<file path="src/sv/crt_pkg.sv">
package crt_pkg;

  localparam int unsigned InW   = 32;
  localparam int unsigned OffW  = InW + 1;
  localparam int unsigned SqW   = 2 * OffW;
  localparam int unsigned RootW = OffW;

  typedef enum logic [1:0] {
    QUAD_1 = 2'd0,
    QUAD_2 = 2'd1,
    QUAD_3 = 2'd2,
    QUAD_4 = 2'd3
  } quad_e;

  typedef struct packed {
    logic                   deg;
    logic signed [OffW-1:0] px;
    logic signed [OffW-1:0] py;
    logic signed [OffW-1:0] dcx;
    logic signed [OffW-1:0] dcy;
  } side_t;

  function automatic quad_e quadrant(input logic xneg, input logic yneg);
    quad_e q;
    if (!xneg && !yneg) q = QUAD_1;
    else if (xneg && !yneg) q = QUAD_2;
    else if (xneg && yneg) q = QUAD_3;
    else q = QUAD_4;
    return q;
  endfunction

  function automatic logic [OffW-1:0] mag(input logic signed [OffW-1:0] v);
    return v[OffW-1] ? OffW'(-v) : OffW'(v);
  endfunction

endpackage

</file>
<file path="src/sv/crt_isqrt.sv">
module crt_isqrt (
  input  logic                       clk_i,
  input  logic [crt_pkg::SqW-1:0]    n_i,
  output logic [crt_pkg::RootW-1:0]  root_o
);
  import crt_pkg::*;

  localparam int unsigned NS = RootW;
  localparam int unsigned RW = RootW + 3;

  logic [RW-1:0]    rem_q  [NS];
  logic [RootW-1:0] root_q [NS];
  logic [SqW-1:0]   n_q    [NS];

  for (genvar g = 0; g < NS; g++) begin : g_step
    logic [RW-1:0]    rem_in, rem_s, t;
    logic [RootW-1:0] root_in;
    logic [SqW-1:0]   n_in;
    logic             ge;

    if (g == 0) begin : g_first
      assign rem_in  = '0;
      assign root_in = '0;
      assign n_in    = n_i;
    end else begin : g_next
      assign rem_in  = rem_q[g-1];
      assign root_in = root_q[g-1];
      assign n_in    = n_q[g-1];
    end

    assign rem_s = {rem_in[RW-3:0], n_in[SqW-1 -: 2]};
    assign t     = {1'b0, root_in, 2'b01};
    assign ge    = rem_s >= t;

    always_ff @(posedge clk_i) begin
      rem_q[g]  <= ge ? RW'(rem_s - t) : rem_s;
      root_q[g] <= {root_in[RootW-2:0], ge};
      n_q[g]    <= {n_in[SqW-3:0], 2'b00};
    end
  end

  assign root_o = root_q[NS-1];

endmodule

</file>
<file path="config.mk">
export PLATFORM = sky130hd
export DESIGN_NAME = crt_isqrt
export DESIGN_NICKNAME = d
export VERILOG_FILES = /design/src/sv/crt_pkg.sv /design/src/sv/crt_isqrt.sv
export SDC_FILE = /design/constraint.sdc
export NUM_CORES = 2
export LEC_CHECK = 0
export BUFFER_PORTS_ARGS = -buffer_cell sky130_fd_sc_hd__buf_2
export CAP_MARGIN = 20
export CORE_UTILIZATION = 67
export DETAILED_ROUTE_END_ITERATION = 10
export GPL_ROUTABILITY_DRIVEN = 0
export HOLD_SLACK_MARGIN = 0.06
export PLACE_DENSITY = 0.84
export SYNTH_ARGS = -nofsm -noshare
export SYNTH_HDL_FRONTEND = slang
export SYNTH_MEMORY_MAX_BITS = 65536
export SYNTH_SLANG_ARGS = --single-unit
</file>
<file path="constraint.sdc">
create_clock -name clk_i -period 4.7 [get_ports clk_i]
set_input_delay 0.705 -clock clk_i [delete_from_list [all_inputs] [get_ports clk_i]]
set_output_delay 0.705 -clock clk_i [all_outputs]
set_load 0.005 [all_outputs]
</file>
==> out/results.ini <==
[clock_network]
clk_pin_slew_ns=0.06
cts_buffer_depth=3
cts_num_sinks=2654
cts_buffers=235
clkLatencyLatePin_ns=0.87
cts_tree=yes
htreeDepth=4
cts_root_buf=clkbuf_16

[detailed_routing]
wl_per_cell_um=16.95
drt_first_pass_iters=10
dr.max_layer_used=met5
drcViolationCount=0
routed_wl_mm=200.2
ant_nets=0
wl_met3_mm=9.935
vias_per_cell=5.677
routed-wl-met2_mm=102.2
drt_iter0_drc=5289
vias=67060
wl_met1_mm=79.58

[final_layout]
multi_input_area_um2=39670
n_fill_cell=9056
drive_gt1_frac=0.07145
layout-area-overhead-vs-synth_pct=12.29
fin_area_um2=108000
final-seq-area_um2=53130
final_core_util=0.7610
fin_nets=10380

[sta]
rsz0062_at_grt=false
relSlewSlack=0.2497
setup_viol=0
tns_ns=0
drv_slew=0
min_period_over_period=0.8790
holdWs_ns=0.2689
fmax_mhz=242.1
period_minus_slack_ns=4.131
fin_skew_ns=0.07025
tightest_slew_ns=1.115
hold_viol_final=0

[synth]
avgSynthCellArea_um2=10.19
ys_seq_area_frac=0.5524
muxShareOfSynthArea=0.008196
yosys.area.top_type_share=0.5524
synth_area_um2=96180
ys_top_cells_by_area=dfxtp_1, ha_1, xor2_1, xnor2_1, a21oi_1
yosysUniqueCellTypes=93
ys.flop_type=dfxtp_1
synth_edf_count=0
synth_largest_area_cell=dfxtp_1
yosys.area_share.simple=0.1232
async_reset_ff_frac=0
synth_nets=10100
synth.top_cells.by_count=dfxtp_1, inv_1, nand2_1
synth_top_family_by_area=compound AO/OA/AOI/OAI gates
yosysMostFrequentCell=dfxtp_1
synthAdderAreaFrac=0.07753
synth-xor-area-share=0.07922
synth_compound_area_frac=0.1234
synth_warnings=0
syn_inst=9441
synth-seq-cells=2654

[floorplanning]
die-area_um2=145100
die_height_um=380.9
initial_core_util=0.6777
coreArea_um2=141900
die_w_um=380.9
io_pins=100
num_rows=138

[placed_design]
hpwl_mm=142.9
port-buffer-count=99
placed_cell_area_um2=98770

[grt]
antenna_found_initial=2
grt_max_degree=51
grt_pass1_vias=66800
grt_first_pass_wirelength_mm=326.8
grt_usage=0.2717
gr-total-overflow=0

[power]
p_leak_nw=51.55
p_per_area_nw_per_um2=546.9
peakVddDrop_mv=0.4122

[hold_path]
hp-start=n_q[0][1204]
hp-class=reg -> reg

[status]
status=completed

[critical_path]
arrival_ns=4.90
required_ns=5.47
path_common_cell=nor3b_1
slowest_stage=nor4_1
path_class=reg -> reg
critical_path_peak_fanout=26
cp-startpoint=root_q[17][14]
crit_path_start_kind=flop
slowest_delay_ns=0.67
crit_chain=inv_1 -> ha_1 -> and3_1 -> nand2_1 -> or3_1 -> nor4_1 -> nor3_1 -> o2111a_1 -> nor3b_1 -> o211ai_1 -> nor3b_1 -> xor2_1
r2r-start=root_q[17][14]
end_kind=flop

[run]
drv_cap=0

-- critical path, delay by kind of cell (launching register included) --
kind,cells,cell delay [ns]
buffers and inverters,1,0.06
AND/OR/NAND/NOR,7,2.29
AO/OA/AOI/OAI,2,0.74
XOR/XNOR,1,0.22
flip-flops,1,0.35
adder cells (fa/ha/maj),1,0.37
-- cells in the final DEF (no fill, tap or decap), drive strengths merged, types with 17 or more instances in the layout --
cell type and count:
dfxtp 2654, inv 761, nand2 676, a21oi 596
ha 596, nor2 571, o21ai 514, xor2 469
xnor2 401, clkbuf 319, a21o 279, nor3 220
nand3 144, buf 136, nor4 118, nand2b 105
o21a 102, or3 97, nand4 89, nor2b 88
clkinv 68, dlygate4sd3 67, o31ai 67, and3 65
mux2 62, or4 62, a211oi 52, o21bai 49
a31oi 49, or2 44, o211ai 40, bufinv 31
and2 28, a21boi 26, nand3b 23, nand4b 17
-- final cells by class --
| type | count | share of cell area |
|---|---|---|
| clock inverter | 123 | 0.01628 |
| timing repair buffer | 203 | 0.01360 |
| antenna | 1 | 0.00002317 |
| sequential | 2654 | 0.4919 |
| clock buffer | 319 | 0.06285 |
| tap | 1890 | 0.02190 |
| multi-input combinational | 5871 | 0.3673 |
| inverter | 753 | 0.02617 |
-- through the flow --
step / setup WS, ns / power (mW) / std cells
CTS: 0.6485 / 59.24 / 11810
detailed placement: 0.7004 / 38.75 / 11300
global placement: 0.7437 / 38.24 / 11300
floorplan: 1.524 / 35.93 / 9441
global route: 0.3737 / 61.76 / 11810
finish: 0.5687 / 59.06 / 11810
-- path summary, 6_finish.rpt --
kind                         to  slack (ns)  cells after the start
hold / removal     n_q[0][1270]        0.27                      0
setup reg to reg  rem_q[0][677]        0.57                     12
setup / recovery  rem_q[0][677]        0.57                     12
hold reg to reg    n_q[0][1270]        0.27                      0
-- cell families after synthesis --
group | Yosys count
flip-flops | 2654
XOR/XNOR | 870
other | 1
AO/OA/AOI/OAI | 1928
AND/OR/NAND/NOR | 2405
adder cells (fa/ha/maj) | 596
buffers and inverters | 916
multiplexers | 71
-- sequential cells by signal, indices dropped and copies added, names as in the netlist --
register and flops:
n_q 1056, rem_q 1037, root_q 561
-- repair_timing --
item | CTS | global route
hold endpoints to repair | 67 | 0
setup buffers | 0 | 0
resized for setup | 0 | 0
setup endpoints to repair | 0 | 0
hold buffers | 67 | 0
-- metal layers --
metal,vias to the layer above,track usage
li1,32770,-
met1,31430,0.3087
met2,2253,0.4993
met3,607,0.04098
met4,2,0.1217
met5,-,0
-- power by group --
| group | internal [mW] | total (mW) | switching (mW) |
|---|---|---|---|
| registers | 26.2 | 29.1 | 2.86 |
| clock network | 11.9 | 20.3 | 8.42 |
| logic | 4.33 | 9.66 | 5.33 |
| total | 42.5 | 59.1 | 16.6 |
Note: power is estimated with default switching activity, not from simulation.
